[src/rtl/core/hpft_pkg.sv]
// ----------------------------------------------------------------------------
// hpft_pkg
// shared widths, part codes and prefix tables for the hpack field tokenizer
// ----------------------------------------------------------------------------
package hpft_pkg;

    // width of the integer accumulator and string counter (16 to 64)
    localparam int VALUE_BITS = 32;

    // width of the result ports for integers and counts
    localparam int OUT_W = 32;

    // a continuation byte adds 7 bits at shift up to 28
    localparam int ADD_W = 35;
    localparam int SUM_W = ((VALUE_BITS > ADD_W) ? VALUE_BITS : ADD_W) + 1;

    localparam logic [5:0] SHIFT_CAP  = 6'd35;
    localparam logic [5:0] SHIFT_STEP = 6'd7;

    // part codes as they appear on the result port
    localparam logic [2:0] PART_IDX      = 3'd0;
    localparam logic [2:0] PART_NAME_LEN = 3'd1;
    localparam logic [2:0] PART_VAL_LEN  = 3'd2;
    localparam logic [2:0] PART_NAME     = 3'd3;
    localparam logic [2:0] PART_VAL      = 3'd4;

    // representation codes
    localparam logic [1:0] REP_INDEXED     = 2'd0;
    localparam logic [1:0] REP_INCREMENTAL = 2'd1;
    localparam logic [1:0] REP_SIZE_UPDATE = 2'd2;
    localparam logic [1:0] REP_NOT_INDEXED = 2'd3;

    // integer prefix widths
    localparam logic [2:0] PFX_4 = 3'd4;
    localparam logic [2:0] PFX_5 = 3'd5;
    localparam logic [2:0] PFX_6 = 3'd6;
    localparam logic [2:0] PFX_7 = 3'd7;

    // prefix width selected by the top nibble of a field's first byte
    function automatic logic [2:0] prefix_of_nibble(input logic [3:0] nib);
        logic [2:0] p;
        case (nib)
            4'd0, 4'd1:             p = PFX_4;
            4'd2, 4'd3:             p = PFX_5;
            4'd4, 4'd5, 4'd6, 4'd7: p = PFX_6;
            default:                p = PFX_7;
        endcase
        return p;
    endfunction

    function automatic logic [1:0] rep_of_prefix(input logic [2:0] p);
        logic [1:0] r;
        case (p)
            PFX_7:   r = REP_INDEXED;
            PFX_6:   r = REP_INCREMENTAL;
            PFX_5:   r = REP_SIZE_UPDATE;
            default: r = REP_NOT_INDEXED;
        endcase
        return r;
    endfunction

    // low-bit mask of a prefix width
    function automatic logic [7:0] prefix_mask(input logic [2:0] p);
        logic [7:0] m;
        case (p)
            3'd0:    m = 8'h00;
            3'd1:    m = 8'h01;
            3'd2:    m = 8'h03;
            3'd3:    m = 8'h07;
            3'd4:    m = 8'h0f;
            3'd5:    m = 8'h1f;
            3'd6:    m = 8'h3f;
            default: m = 8'h7f;
        endcase
        return m;
    endfunction

endpackage

[src/rtl/core/hpack_field_tokenizer_core.sv]
// ----------------------------------------------------------------------------
// hpack_field_tokenizer_core
// byte-serial hpack header block tokenizer: classifies each byte as index,
// name length, value length, name byte or value byte and decodes the
// prefix integers with continuation
// ----------------------------------------------------------------------------
//
//  channel  dir  handshake          payload
//  -------  ---  -----------------  ---------------------------------------
//  s_       in   s_valid/s_ready    byte_in, block_start
//  m_       out  m_valid/m_ready    part, representation, int_value,
//                                   int_done, huffman, new_name,
//                                   string_left, int_overflow
//
//  one item in, one item out; an accepted item is registered and shows on m_ in the next cycle
//  sustained rate is one item per cycle while m_ready is high, set by the
//  parse-state registers, which are read and rewritten for every byte
//  s_ready is high while the result register is empty or being taken
//  aresetn is synchronous and active low; it clears the parse state and
//  drops any result not yet taken
//
module hpack_field_tokenizer_core
    import hpft_pkg::*;
(
    input  logic                 aclk,
    input  logic                 aresetn,

    input  logic                 s_valid,
    output logic                 s_ready,
    input  logic [7:0]           s_byte_in,
    input  logic                 s_block_start,

    output logic                 m_valid,
    input  logic                 m_ready,
    output logic [2:0]           m_part,
    output logic [1:0]           m_representation,
    output logic [OUT_W-1:0]     m_int_value,
    output logic                 m_int_done,
    output logic                 m_huffman,
    output logic                 m_new_name,
    output logic [OUT_W-1:0]     m_string_left,
    output logic                 m_int_overflow
);

    localparam logic [VALUE_BITS-1:0] VMAX = '1;

    // parse state
    logic [2:0]            part_reg,      part_next;
    logic [2:0]            prefix_reg,    prefix_next;
    logic [VALUE_BITS-1:0] acc_reg,       acc_next;
    logic [5:0]            shift_reg,     shift_next;
    logic [VALUE_BITS-1:0] remaining_reg, remaining_next;
    logic                  huff_reg,      huff_next;
    logic                  ovf_reg,       ovf_next;
    logic [1:0]            rep_reg,       rep_next;
    logic                  name_reg,      name_next;

    // result register
    logic                  m_valid_reg,   m_valid_next;
    logic [2:0]            part_out_reg;
    logic [1:0]            rep_out_reg;
    logic [OUT_W-1:0]      int_out_reg,   int_out_next;
    logic                  done_out_reg,  done_out_next;
    logic                  huff_out_reg;
    logic                  name_out_reg;
    logic [OUT_W-1:0]      left_out_reg,  left_out_next;
    logic                  ovf_out_reg;

    // state seen by this item: block start behaves as a reset first
    logic [2:0]            cur_part;
    logic [2:0]            cur_prefix;
    logic [VALUE_BITS-1:0] cur_acc;
    logic [5:0]            cur_shift;
    logic [VALUE_BITS-1:0] cur_remaining;
    logic                  cur_huff;
    logic                  cur_ovf;
    logic [1:0]            cur_rep;
    logic                  cur_name;

    logic                  accept;
    logic                  literal;
    logic [2:0]            eff_part;
    logic [SUM_W-1:0]      add_val;
    logic [SUM_W-1:0]      sum;
    logic [7:0]            mask;
    logic [7:0]            low_bits;
    logic                  is_str;
    logic [64:0]           acc_wide;
    logic [64:0]           rem_wide;

    assign s_ready = !m_valid_reg || m_ready;
    assign accept  = s_valid && s_ready;

    always_comb begin
        cur_part      = s_block_start ? PART_IDX : part_reg;
        cur_prefix    = s_block_start ? 3'd0 : prefix_reg;
        cur_acc       = s_block_start ? '0 : acc_reg;
        cur_shift     = s_block_start ? 6'd0 : shift_reg;
        cur_remaining = s_block_start ? '0 : remaining_reg;
        cur_huff      = s_block_start ? 1'b0 : huff_reg;
        cur_ovf       = s_block_start ? 1'b0 : ovf_reg;
        cur_rep       = s_block_start ? REP_INDEXED : rep_reg;
        cur_name      = s_block_start ? 1'b0 : name_reg;
    end

    // continuation add: 7 payload bits at the current shift
    assign add_val = SUM_W'(s_byte_in[6:0]) << cur_shift;
    assign sum     = SUM_W'(cur_acc) + add_val;

    always_comb begin
        part_next      = cur_part;
        prefix_next    = cur_prefix;
        acc_next       = cur_acc;
        shift_next     = cur_shift;
        remaining_next = cur_remaining;
        huff_next      = cur_huff;
        ovf_next       = cur_ovf;
        rep_next       = cur_rep;
        name_next      = cur_name;
        literal        = cur_prefix inside {PFX_4, PFX_6};
        eff_part       = cur_part;
        mask           = 8'h00;
        low_bits       = 8'h00;

        if (cur_remaining != '0) begin
            if (cur_part > PART_VAL_LEN) begin
                // string byte
                remaining_next = cur_remaining - VALUE_BITS'(1);
            end else begin
                // integer continuation byte
                if (!cur_ovf) begin
                    if (cur_shift >= SHIFT_CAP) begin
                        ovf_next = 1'b1;
                    end else if (sum[SUM_W-1:VALUE_BITS] != '0) begin
                        ovf_next = 1'b1;
                    end else begin
                        acc_next = sum[VALUE_BITS-1:0];
                    end
                    if (ovf_next) begin
                        acc_next = VMAX;
                    end
                end
                shift_next = (cur_shift >= SHIFT_CAP - SHIFT_STEP) ?
                             SHIFT_CAP : cur_shift + SHIFT_STEP;
                remaining_next = VALUE_BITS'(s_byte_in[7]);
            end
        end else begin
            // first byte of a new part; an empty string is skipped over
            if ((cur_part == PART_NAME_LEN || cur_part == PART_VAL_LEN) &&
                cur_acc == '0) begin
                eff_part = cur_part + 3'd2;
            end

            if (eff_part == PART_NAME_LEN || eff_part == PART_VAL_LEN) begin
                part_next      = eff_part + 3'd2;
                remaining_next = cur_acc - VALUE_BITS'(1);
                prefix_next    = 3'd0;
            end else if (eff_part == PART_IDX && cur_acc == '0 && literal) begin
                part_next      = PART_NAME_LEN;
                remaining_next = '0;
                prefix_next    = PFX_7;
                name_next      = 1'b1;
            end else if ((eff_part == PART_IDX && literal) || eff_part == PART_NAME) begin
                part_next      = PART_VAL_LEN;
                remaining_next = '0;
                prefix_next    = PFX_7;
            end else begin
                // new field: representation from the top nibble
                part_next      = PART_IDX;
                remaining_next = '0;
                prefix_next    = prefix_of_nibble(s_byte_in[7:4]);
                rep_next       = rep_of_prefix(prefix_next);
                name_next      = 1'b0;
            end
            acc_next   = '0;
            shift_next = 6'd0;

            if (part_next <= PART_VAL_LEN) begin
                mask           = prefix_mask(prefix_next);
                low_bits       = s_byte_in & mask;
                acc_next       = VALUE_BITS'(low_bits);
                remaining_next = VALUE_BITS'(low_bits == mask);
                huff_next      = s_byte_in[7];
                ovf_next       = 1'b0;
            end
        end
    end

    // result fields, taken from the updated state
    assign is_str        = part_next > PART_VAL_LEN;
    assign acc_wide      = 65'(acc_next);
    assign rem_wide      = 65'(remaining_next);
    assign int_out_next  = is_str ? '0 : acc_wide[OUT_W-1:0];
    assign left_out_next = is_str ? rem_wide[OUT_W-1:0] : '0;
    assign done_out_next = !is_str && (remaining_next == '0);

    always_comb begin
        m_valid_next = m_valid_reg;
        if (accept) begin
            m_valid_next = 1'b1;
        end else if (m_ready) begin
            m_valid_next = 1'b0;
        end
    end

    // control and parse state
    always_ff @(posedge aclk) begin
        if (!aresetn) begin
            m_valid_reg   <= 1'b0;
            part_reg      <= PART_IDX;
            prefix_reg    <= 3'd0;
            acc_reg       <= '0;
            shift_reg     <= 6'd0;
            remaining_reg <= '0;
            huff_reg      <= 1'b0;
            ovf_reg       <= 1'b0;
            rep_reg       <= REP_INDEXED;
            name_reg      <= 1'b0;
        end else begin
            m_valid_reg <= m_valid_next;
            if (accept) begin
                part_reg      <= part_next;
                prefix_reg    <= prefix_next;
                acc_reg       <= acc_next;
                shift_reg     <= shift_next;
                remaining_reg <= remaining_next;
                huff_reg      <= huff_next;
                ovf_reg       <= ovf_next;
                rep_reg       <= rep_next;
                name_reg      <= name_next;
            end
        end
    end

    // result payload, loaded only on accept
    always_ff @(posedge aclk) begin
        if (accept) begin
            part_out_reg <= part_next;
            rep_out_reg  <= rep_next;
            int_out_reg  <= int_out_next;
            done_out_reg <= done_out_next;
            huff_out_reg <= huff_next;
            name_out_reg <= name_next;
            left_out_reg <= left_out_next;
            ovf_out_reg  <= ovf_next;
        end
    end

    assign m_valid          = m_valid_reg;
    assign m_part           = part_out_reg;
    assign m_representation = rep_out_reg;
    assign m_int_value      = int_out_reg;
    assign m_int_done       = done_out_reg;
    assign m_huffman        = huff_out_reg;
    assign m_new_name       = name_out_reg;
    assign m_string_left    = left_out_reg;
    assign m_int_overflow   = ovf_out_reg;

    // a held result blocks the input side
    a_stall_blocks_input: assert property (@(posedge aclk) disable iff (!aresetn)
        m_valid && !m_ready |-> !s_ready)
        else $error("input accepted while result stalled");

    // string bytes never report a finished integer or an integer value
    a_string_no_int: assert property (@(posedge aclk) disable iff (!aresetn)
        m_valid && m_part > PART_VAL_LEN |-> !m_int_done && m_int_value == '0)
        else $error("string byte carries integer fields");

    // integer bytes carry no string count
    a_int_no_left: assert property (@(posedge aclk) disable iff (!aresetn)
        m_valid && m_part <= PART_VAL_LEN |-> m_string_left == '0)
        else $error("integer byte carries a string count");

    // the part register only holds the five defined codes
    a_part_range: assert property (@(posedge aclk) disable iff (!aresetn)
        part_reg <= PART_VAL)
        else $error("part register out of range");

endmodule

[config.mk]
export PLATFORM = sky130hd
export DESIGN_NAME = hpack_field_tokenizer_core
export DESIGN_NICKNAME = d
export VERILOG_FILES = /design/src/rtl/core/hpft_pkg.sv /design/src/rtl/core/hpack_field_tokenizer_core.sv
export SDC_FILE = /design/constraint.sdc
export NUM_CORES = 1
export LEC_CHECK = 0
export ABC_AREA = 1
export BUFFER_PORTS_ARGS = -buffer_cell sky130_fd_sc_hd__buf_2
export CAP_MARGIN = 20
export CORE_MARGIN = 1.5
export CORE_UTILIZATION = 30
export CTS_BUF_LIST = sky130_fd_sc_hd__clkbuf_4
export DETAILED_ROUTE_END_ITERATION = 6
export GPL_ROUTABILITY_DRIVEN = 1
export GPL_TIMING_DRIVEN = 0
export PLACE_DENSITY_LB_ADDON = 0.05
export REMOVE_ABC_BUFFERS = 1
export SLEW_MARGIN = 20
export SYNTH_ARGS = -nofsm -noshare
export SYNTH_HDL_FRONTEND = slang
export SYNTH_SLANG_ARGS = --single-unit
[constraint.sdc]
create_clock -name aclk -period 7.4 [get_ports aclk]
set_input_delay 0 -clock aclk [delete_from_list [all_inputs] [get_ports aclk]]
set_output_delay 0 -clock aclk [all_outputs]
set_load 0.01 [all_outputs]
Word level (Yosys, flattened, before mapping)
Memories as Yosys holds them, arrays and structs flattened.
Index checks and enable logic that the tools add are counted.
Storage, ports and cells
  bits in read-only memories: 16
  memories: 1
  register bits after elaboration: 155
  output and inout port bits: 75
  bits of input ports: 13
Memories
  (no name shown): depth 8, bits a word 2, read ports 1, clocked after Yosys merged registers in 0, write ports 0, line hpft_pkg.sv:42  | case (nib)
Operators by class
  $add $sub $neg: 6
  mux-type cells: 65
  shifts and indexed selects: 1
  equality and inequality tests: 17
  reductions and logical operators: 20
  $lt $le $gt $ge: 5
  bitwise operators: 1
Operator list (number)
  $mux W32: 12
  $logic_not A32 Y1: 2
  $sub A32 B1 Y32 const B: 2
  $mux W3: 17
  $pmux W7 S7: 1
  $add A32 B36 Y36: 1
  $shl A7 B6 Y36: 1
  $reduce_bool A32 Y1: 1
  $eq A3 B3 Y1 const B: 8
  $mux W6: 4
  $mux W8: 3
  $mux W1: 20
  $eq A3 B2 Y1 const B: 5
  $mux W2: 7
  $eq A3 B1 Y1 const B: 3
  $and A8 B8 Y8: 1
  $eq A8 B8 Y1: 1
  $add A3 B2 Y3 const B: 2
  $add A6 B3 Y6 const B: 1
  $ge A6 B5 Y1 const B: 1
  $ge A6 B6 Y1 const B: 1
  $gt A3 B2 Y1 const B: 2
  $logic_and A1 B1 Y1: 6
  $logic_not A3 Y1: 2
  other kinds (6): 11

Depth between registers and ports, before layout
Gate-level depths: netlist (run 1).
  depth after elaboration: 27
  gate-level depth with buffers: 36

Worst setup path before layout (run 1)
OpenSTA, ideal clock, no wires.
  kind: reg-to-reg
  from: register m_valid_reg, in the netlist m_valid
  to: register huff_out_reg, in the netlist m_huffman (enable)
  arrival: 3.188 ns
  path buffers: 2
  setup time: 0.466 ns
  data required time: 6.934 ns
  cell stages (with the launch flop): 6
  setup slack: 3.746 ns
  period minus slack after synthesis: 3.654 ns
  cell sequence: dfxtp_1 > nand2_1 > nand2_1 > inv_2 > clkbuf_1 > clkbuf_1
On the way
  word-level cells in the longest chain between the ends: 3
RTL lines
  from (decl): line hpack_field_tokenizer_core.sv:59  | logic m_valid_reg, m_valid_next;
  from (signal assigned): line hpack_field_tokenizer_core.sv:220  | m_valid_reg <= m_valid_next;
  $logic_not A1 Y1: line hpack_field_tokenizer_core.sv:91  | assign s_ready = !m_valid_reg || m_ready;
  $logic_or A1 B1 Y1: line hpack_field_tokenizer_core.sv:91
  net s_ready: line hpack_field_tokenizer_core.sv:29  | output logic s_ready,
  $logic_and A1 B1 Y1: line hpack_field_tokenizer_core.sv:92  | assign accept = s_valid && s_ready;
  net accept: line hpack_field_tokenizer_core.sv:80  | logic accept;
  to (signal assigned): line hpack_field_tokenizer_core.sv:242  | huff_out_reg <= huff_next;
  to (decl): line hpack_field_tokenizer_core.sv:64  | logic huff_out_reg;
The timed path passes the listed nets, and every way through them passes these cells.
A chain may end at the register's enable or synchronous reset.

Worst setup path in the final report (run 1)
  from: input port s_block_start
  to: register int_out_reg[13], in the netlist m_int_value[13], data pin
On the way
  word-level cells in the longest chain between the ends: 15
  elaborated cells between the ends (all ways): 50
  those cells by class: 3 x add/sub; 3 x order compare; 7 x eq/ne; 1 x shift; 24 x mux; 12 x reduce/logical
RTL lines
  from (decl): line hpack_field_tokenizer_core.sv:31  | input logic s_block_start,
  parallel branches: the longest is 15 deep, another holds $add A32 B36 Y36
  to (signal assigned): line hpack_field_tokenizer_core.sv:240  | int_out_reg <= int_out_next;
  to (decl): line hpack_field_tokenizer_core.sv:62  | logic [OUT_W-1:0] int_out_reg, int_out_next;
Several ways; the timed one is not identified. The select of a mux whose other input is x is not followed.

==> results of run 1 <==
kinds of logic after synthesis:
kind of cell,Yosys count,share of synthesized area (%)
AOI/OAI and AO/OA,351,16.0
xor gates and xnor gates,72,5.17
adders and majority gates,39,4.06
buffers and inverters,326,11.0
DFF,154,31.3
and+or+nand+nor,917,32.5
Yosys cell counts (4+ instances only):
| library cell | instances | share of area, % |
|---|---|---|
| xor2_1 | 51 | 3.7 |
| buf_6 | 9 | 0.83 |
| and2_1 | 4 | 0.21 |
| a31oi_1 | 7 | 0.36 |
| buf_2 | 10 | 0.41 |
| inv_2 | 15 | 0.46 |
| nor3_1 | 9 | 0.37 |
| buf_1 | 7 | 0.22 |
| nor2_2 | 13 | 0.67 |
| nand2_1 | 445 | 14 |
| nand2_2 | 14 | 0.72 |
| nor2_4 | 5 | 0.46 |
| or2_2 | 8 | 0.41 |
| o21ai_1 | 30 | 1.2 |
| nand3b_1 | 10 | 0.62 |
| o211ai_1 | 29 | 1.8 |
| nand3_2 | 4 | 0.33 |
| o21a_1 | 4 | 0.25 |
| nand4_1 | 23 | 1.2 |
| nand3_1 | 104 | 4.3 |
| o21bai_1 | 9 | 0.55 |
| xnor2_1 | 21 | 1.5 |
| edfxtp_1 | 73 | 18 |
| o22ai_1 | 9 | 0.46 |
| a21oi_1 | 165 | 6.8 |
| buf_4 | 10 | 0.62 |
| o21ai_0 | 79 | 3.2 |
| clkbuf_1 | 37 | 1.1 |
| ha_1 | 38 | 3.9 |
| dfxtp_1 | 81 | 13 |
| inv_1 | 235 | 7.2 |
| nor4_1 | 5 | 0.26 |
| nor2_1 | 260 | 8.0 |
cells in the final DEF (no fill, tap or decap), types with 38 or more instances in the layout:
| master | instances |
|---|---|
| nand2_1 | 444 |
| nor2_1 | 258 |
| inv_1 | 234 |
| a21oi_1 | 165 |
| nand3_1 | 104 |
| buf_2 | 87 |
| dfxtp_1 | 81 |
| o21ai_0 | 79 |
| edfxtp_1 | 73 |
| xor2_1 | 51 |
| ha_1 | 38 |
power breakdown:
| part | internal, mW | total [mW] | switching, mW |
|---|---|---|---|
| sequential | 0.977 | 1.01 | 0.0352 |
| combinational | 0.262 | 0.813 | 0.551 |
| clock | 0.138 | 0.507 | 0.369 |
| total | 1.38 | 2.33 | 0.955 |
final timing paths:
path	endpoint	depth (start not counted)	start	slack [ns]
max	m_int_value[13]	28	s_block_start	1.44
min	m_valid	5	m_ready	0.20
max reg2reg	m_int_value[13]	26	shift_reg[2]	2.09
min reg2reg	prefix_reg[2]	2	prefix_reg[2]	0.48
layout make-up:
type	count	area (µm²)
diodes	2	5.00
clock buffers	17	128
clock inverters	15	118
fillers	4463	26400
inverters	253	960
multi-input cells	1379	7080
flip-flops and latches	154	3810
well taps	525	657
repair buffers	107	722
layer usage:
metal	vias to the layer above	global-route usage [%]	wire length, µm
li1	6155	-	-
met1	5554	28.3	20700
met2	244	33.3	18800
met3	27	2.15	1570
met4	0	6.14	714
met5	-	0	0
worst min-delay path, stage by stage:
cell	delay (ns)
dlygate4sd3_1	0.52
buf_2	0.09
inv_1	0.03
nand2_1	0.10
a21oi_1	0.07
per-stage QoR:
stage	utilization (%)	cell area, µm²	power (mW)
6_report	33.8	13500	2.33
5_1_grt	33.8	13500	2.50
4_1_cts	33.7	13500	2.37
3_5_place_dp	32.8	13100	1.84
3_3_place_gp	32.3	12900	1.84
2_1_floorplan	-	11800	1.57
timing repair:
action	4_1_cts	5_1_grt
hold buffers	13	0
gates resized for setup	0	0
endpoints found under the hold margin	58	0
==> results.ini, run 1 <==
[setup_path]
crit_fanout=76
critPathKind=input port to flip-flop
critPathBufInv=7
crit_path_start_kind=input port
worstSetupEndpointType=flip-flop
crit_path_top_delay_cell=buf_2
cpLargestDelayFamily=simple AND/OR/NAND/NOR gates
cpPeakStageDelay_ns=0.77
worstPathArrival_ns=6.30
cp.required_ns=7.74
critPathMostFrequentCell=nand2_1

[detailed_routing]
drc=0
drt-initial-drc-count=842
antenna_left=0
wl_um=41800
vias_per_cell=4.89
firstDrtPassIters=5
dr_total_vias=12000
wl_per_cell_um=17.1

[logic_synthesis]
synth-async-reset-ratio_pct=0
netlist_instances=1859
yosysSeqAreaShare_pct=31.3
synth_area_mm2=0.0122
yosys_warnings=0
synth-edff-count=73
synth_seq_cells=154
synth_area_per_cell_um2=6.56
ys_types=56
ys_dominant_reg_cell=dfxtp_1

[sta]
max-slew-margin-rel_pct=28.6
fin_crit_ns=5.96
finalClockSkew_ns=0.0216
hold_viol_final=0
slew_violations=0
fin_ws_ns=1.44
max_freq_ghz=0.168
setup_viol=0
period_share_pct=80.5
holdWs_ns=0.202
rsz0062_at_grt=no
finalSetupTns_ns=0
worstMarginPinSlew_ns=1.07

[floorplanning]
die_area_mm2=0.0419
core-area_mm2=0.0399
start_util_pct=30.5
io_pins=88
die_width_um=205
die_h_um=205
rows=73

[clocking]
htreeDepth=4
insertion_delay_ns=0.65
post-cts-setup-buffer-count=0
cts_tree=yes
clkTransAtPathRegs_ns=0.14
cts_buffers=17
root_buffer=clkbuf_4
cts.sinks=154
clockBufferDepth=2

[power]
leakage_nw=6.65
powerDensity_mw_per_mm2=173
max-vdd-ir-drop_v=0.0000868

[global_routing]
antenna_found_initial=1
grt_max_degree=107
grt_pass1_vias=11500
grt_pass1_wl_um=65500
grtUsageTotal_pct=20.5
grt-ovfl-total=0

[finish]
fin_nets=1964
layout-drive-gt1-share_pct=10.8
synthToLayoutAreaGrowth_pct=10.5
final_cells=2452

[status]
status=finished clean

[placement]
dpl.hpwl_um=31900
placed_cells=2405
io_buffers=87
dp_slack_ns=0.677
place.gp.congestion=0.874

[run]
cap_violations=0

[hold_path]
hold_class=input port to flip-flop

Power figures use the tool's default switching activity.
==> run 2, diff against run 1 <==
==> constraint.sdc (replaced) <==
create_clock -name aclk -period 5.1 [get_ports aclk]
set_input_delay 0 -clock aclk [delete_from_list [all_inputs] [get_ports aclk]]
set_output_delay 0 -clock aclk [all_outputs]
set_load 0.01 [all_outputs]
==> run 2 against run 1 <==
Against the previous run:
- first-iteration DRC count down 9.5%
- sequential share of layout area down 0.22 points
- cell count up 0.29%
- flip-flop and latch count unchanged
- combinational power up 45%
- design area up 0.80%
- clock-buffer cell count unchanged
- clock power up 46%
- register-to-register slack worse by 1.7 ns
- critical path type is now flip-flop to flip-flop
==> results.ini, run 2 (synthesis results as in run 1) <==
[clocking]
insertion_delay_ns=0.66
root_buffer=clkbuf_4
clockBufferDepth=2
cts_buffers=17
clkTransAtPathRegs_ns=0.15
cts_tree=yes
cts.sinks=154
htreeDepth=4

[floorplanning]
io_pins=88
die_h_um=205
die_width_um=205
die_area_mm2=0.0419
rows=73
start_util_pct=30.5
core-area_mm2=0.0399

[sta]
fin_ws_ns=0.421
worstMarginPinSlew_ns=0.944
hold_viol_final=0
max-slew-margin-rel_pct=37.1
slew_violations=0
setup_viol=0
rsz0062_at_grt=no
period_share_pct=91.7
fin_crit_ns=4.68
max_freq_ghz=0.214
finalClockSkew_ns=0.0240

[detailed_routing]
firstDrtPassIters=5
drt-initial-drc-count=762
antenna_left=0
wl_per_cell_um=17.3
drc=0
wl_um=42500
dr_total_vias=12000
vias_per_cell=4.90

[global_routing]
antenna_found_initial=1
grt_max_degree=107
grt-ovfl-total=0
grt_pass1_wl_um=66400
grtUsageTotal_pct=20.8
grt_pass1_vias=11600

[setup_path]
cp.required_ns=5.45
r2r-end=m_int_value[13]
critPathKind=flip-flop to flip-flop
critPathMostFrequentCell=nand2_1
worstSetupEndpointType=flip-flop
r2r_start=shift_reg[0]
path_cells=nand2_2 > o21ai_0 > nand2_1 > a31oi_1 > inv_1 > nor2_1 > inv_1 > o21ai_1 > ha_1 > nand2_1 > a21oi_1 > nor2_1 > a21oi_1 > nor2_1 > nand2_1 > nand3_1 > nand2_1 > nand2_1 > nand2_1 > a21oi_4 > buf_12 > nand3_4 > o21ai_1 > a21oi_1
ff2ff_path_depth=24
crit_path_top_delay_cell=dfxtp_1
rrSetupSlack_ns=0.42
cpPeakStageDelay_ns=0.43
crit_path_start_kind=flip-flop
crit_fanout=14
worstPathArrival_ns=5.03

[finish]
final_cells=2459
final_common_cell=nand2_1
synthToLayoutAreaGrowth_pct=11.4
layout-drive-gt1-share_pct=11.2
fin_nets=1971
layout_common_cells=nand2_1, nor2_1, inv_1

[power]
powerDensity_mw_per_mm2=250
max-vdd-ir-drop_v=0.000130
leakage_nw=6.69

[hold_path]
hold_class=input port to flip-flop
hold_end=prefix_reg[0]
holdCritStartpoint=s_block_start
min_path_cells=4

[run]
cap_violations=0

[placement]
dpl.hpwl_um=31900
place.gp.congestion=0.874
placed_cells=2405
io_buffers=87
dp_slack_ns=-1.62

[status]
status=finished clean

## run 2: metal layers
| metal | up-vias | GRT usage (%) | wire length [µm] |
|---|---|---|---|
| met4 | 0 | 6.07 | 720 |
| met1 | 5625 | 28.6 | 20900 |
| met5 | - | 0 | 0 |
| met2 | 224 | 34.1 | 19400 |
| li1 | 6169 | - | - |
| met3 | 29 | 2.15 | 1480 |
## run 2: final cells by class
type / count / area [µm²]
Timing Repair Buffer: 112 / 778
Clock inverter: 15 / 118
Antenna cell: 2 / 5.00
Sequential cell: 154 / 3810
Clock buffer: 17 / 128
Tap cell: 525 / 657
Inverter: 253 / 962
Fill cell: 4463 / 26300
Multi-Input combinational cell: 1381 / 7120
## run 2: where the power goes
group | leakage [nW] | switching [mW] | internal (mW)
Sequential | 1.40 | 0.0515 | 1.42
Clock | 0.130 | 0.538 | 0.201
Combinational | 5.15 | 0.801 | 0.382
## run 2: worst max path at each step
stage	startpoint	slack [ns]	endpoint	cells after the start
3_5_place_dp	s_block_start	-1.62	m_int_value[13]	26
6_report	shift_reg[0]	0.42	m_int_value[13]	24
4_1_cts	shift_reg[2]	0.07	m_int_value[25]	27
3_3_place_gp	s_block_start	-2.81	m_int_value[13]	28
5_1_grt	shift_reg[0]	0.009	m_int_value[13]	24
2_1_floorplan	shift_reg[2]	0.71	acc_reg[0]	28
## run 2: timing repair
item,4_1_cts,5_1_grt
cloned,2,0
setup endpoints to repair,66,66
resized for setup,6,7
pin swaps,2,0
hold buffers,13,0
setup buffers,2,3
endpoints found under the hold margin,58,0
## run 2: per-stage QoR
| stage | utilization, % | TNS, ns | cell area [µm²] | hold WS (ns) | power, mW |
|---|---|---|---|---|---|
| 2_1_floorplan | - | 0 | 11800 | 0.127 | 2.28 |
| 3_3_place_gp | 32.3 | -251.73 | 12900 | 0.323 | 2.66 |
| 3_5_place_dp | 32.8 | -98.78 | 13100 | 0.346 | 2.68 |
| 4_1_cts | 33.9 | 0 | 13500 | 0.0342 | 3.44 |
| 5_1_grt | 34.0 | 0 | 13600 | 0.0627 | 3.63 |
| 6_report | 34.0 | 0 | 13600 | 0.00298 | 3.39 |
## run 2: worst max-delay path, delay by kind of cell (launching register included)
family          cells  cell delay [ns]
fa+ha+maj           1             0.36
compound gates      8             1.69
buf+inv             3             0.29
flops               1             0.43
simple gates       12             1.61
==> run 3, diff against run 2 <==
--- a/config.mk
+++ b/config.mk
@@ -6,8 +6,11 @@
 export NUM_CORES = 1
 export LEC_CHECK = 0
 export ABC_AREA = 1
+export ABC_CLOCK_PERIOD_IN_PS = 5100
 export BUFFER_PORTS_ARGS = -buffer_cell sky130_fd_sc_hd__buf_2
 export CAP_MARGIN = 20
+export CELL_PAD_IN_SITES_DETAIL_PLACEMENT = 1
+export CELL_PAD_IN_SITES_GLOBAL_PLACEMENT = 2
 export CORE_MARGIN = 1.5
 export CORE_UTILIZATION = 30
 export CTS_BUF_LIST = sky130_fd_sc_hd__clkbuf_4
==> run 3 against run 2 <==
Against the previous run:
- sequential share of layout area decreased by 0.093 points
- combinational power about the same
- hold slack better by 0.11 ns
- non-clock buffer count increased by 4
- flip-flop and latch count did not move
- core utilization up 0.11 points
- cell count up 0.24%
- clock skew is 0.0022 ns higher
- setup slack better by 0.0077 ns
- design area up 0.33%
- via count grew 1.6%
- routed wire length increased by 8.4%
- largest cell class unchanged
- largest power group unchanged
==> results.ini, run 3 (synthesis results as in run 1) <==
[power]
p_total_mw=3.44
leakage_nw=6.70
powerDensity_mw_per_mm2=253
max-vdd-ir-drop_v=0.000139

[floorplanning]
rows=73
start_util_pct=30.5
core-area_mm2=0.0399
die_area_mm2=0.0419
io_pins=88
die_h_um=205
die_width_um=205

[global_routing]
grt_pass1_vias=12300
antenna_found_initial=1
grt_pass1_wl_um=71200
grtUsageTotal_pct=22.6
grt_max_degree=93
grt-ovfl-total=0

[placement]
place.gp.congestion=0.869
postPlaceCellArea_mm2=0.0131
dpl.hpwl_um=35100
io_buffers=87
dp_slack_ns=-1.48

[setup_path]
cp.required_ns=5.51
ff2ff_path_depth=25
cpLargestDelayFamily=simple AND/OR/NAND/NOR gates
r2r_start=shift_reg[0]
path_depth=25
crit_path_top_delay_cell=dfxtp_1
critPathMostFrequentCell=nand2_1
critPathBufInv=2
crit_path_start_kind=flip-flop
crit_fanout=14
critPathKind=flip-flop to flip-flop
rrSetupSlack_ns=0.43
cpPeakStageDelay_ns=0.43
startpoint=shift_reg[0]
worstPathArrival_ns=5.08
r2r-end=m_int_value[13]
worstSetupEndpointType=flip-flop

[hold_path]
holdCritStartpoint=s_block_start
min_path_cells=6
hold_class=input port to flip-flop
hold_end=remaining_reg[10]

[sta]
fin_ws_ns=0.429
max_freq_ghz=0.214
fin_crit_ns=4.67
setup_viol=0
slew_violations=0
rsz0062_at_grt=no
period_share_pct=91.6
hold_viol_final=0
worstMarginPinSlew_ns=1.06
max-slew-margin-rel_pct=29.4
finalClockSkew_ns=0.0262

[detailed_routing]
wl_per_cell_um=18.7
dr_total_vias=12200
antenna_left=0
firstDrtPassIters=5
drt-initial-drc-count=567
drc=0
vias_per_cell=4.97
wl_um=46100

[clocking]
htreeDepth=4
cts_tree=yes
cts.sinks=154
root_buffer=clkbuf_4
cts_buffers=17
clockBufferDepth=2
clkTransAtPathRegs_ns=0.15
insertion_delay_ns=0.72

[finish]
fin_nets=1975
layout-drive-gt1-share_pct=11.4
final_common_cell=nand2_1
synthToLayoutAreaGrowth_pct=11.8
layout_common_cells=nand2_1, nor2_1, inv_1
post-route-util_pct=34.1
design_area_mm2=0.0136

[run]
cap_violations=0

[status]
status=finished clean

==> run 3: layout make-up <==
cell class	instances	area, µm²
timing repair buffer	116	798
clock buffer	21	158
inverter	253	966
clock inverter	11	98.8
fill	5161	26300
multi-input combinational	1381	7130
tap	525	657
sequential	154	3810
antenna	4	10.0
==> run 3: where the power goes <==
part           switching, mW  internal, mW
registers             0.0530          1.42
logic                  0.820         0.385
clock network          0.507         0.262
total                   1.38          2.06
==> run 3: worst reg2reg max path: cells and delay by family, from the launching register on <==
family,cells,cell delay (ns)
fa+ha+maj,1,0.37
compound gates,8,1.40
simple gates,14,2.03
buf+inv,2,0.15
flops,1,0.43
==> run 3: repair_timing <==
item / in CTS / in global routing
setup endpoints to repair: 66 / 66
pin swaps: 1 / 0
setup buffers: 5 / 0
hold buffers: 17 / 0
cloned: 2 / 0
endpoints found under the hold margin: 59 / 0
gates resized for setup: 3 / 12
==> run 3: how the worst max path moves through the flow <==
stage / end
3_5_place_dp: m_int_value[13]
5_1_grt: m_int_value[12]
3_3_place_gp: m_int_value[31]
6_report: m_int_value[13]
2_1_floorplan: acc_reg[0]
4_1_cts: m_int_value[13]
==> run 3: stage by stage <==
stage	setup TNS (ns)	cells	hold WS, ns
after floorplan	0	1786	0.127
after global placement	-257.20	2398	0.301
after detailed placement	-88.68	2405	0.374
after CTS	0	2461	0.0351
after global routing	0	2462	0.143
final	0	2465	0.117
==> run 3: layer usage <==
metal  vias to the layer above  share of wire [%]  GRT usage (%)
met5                         -                  0              0
met4                         0                2.1           6.49
met3                        48                2.2           3.64
met2                       121                 46           36.3
met1                      5895                 50           31.0
li1                       6180                  -              -
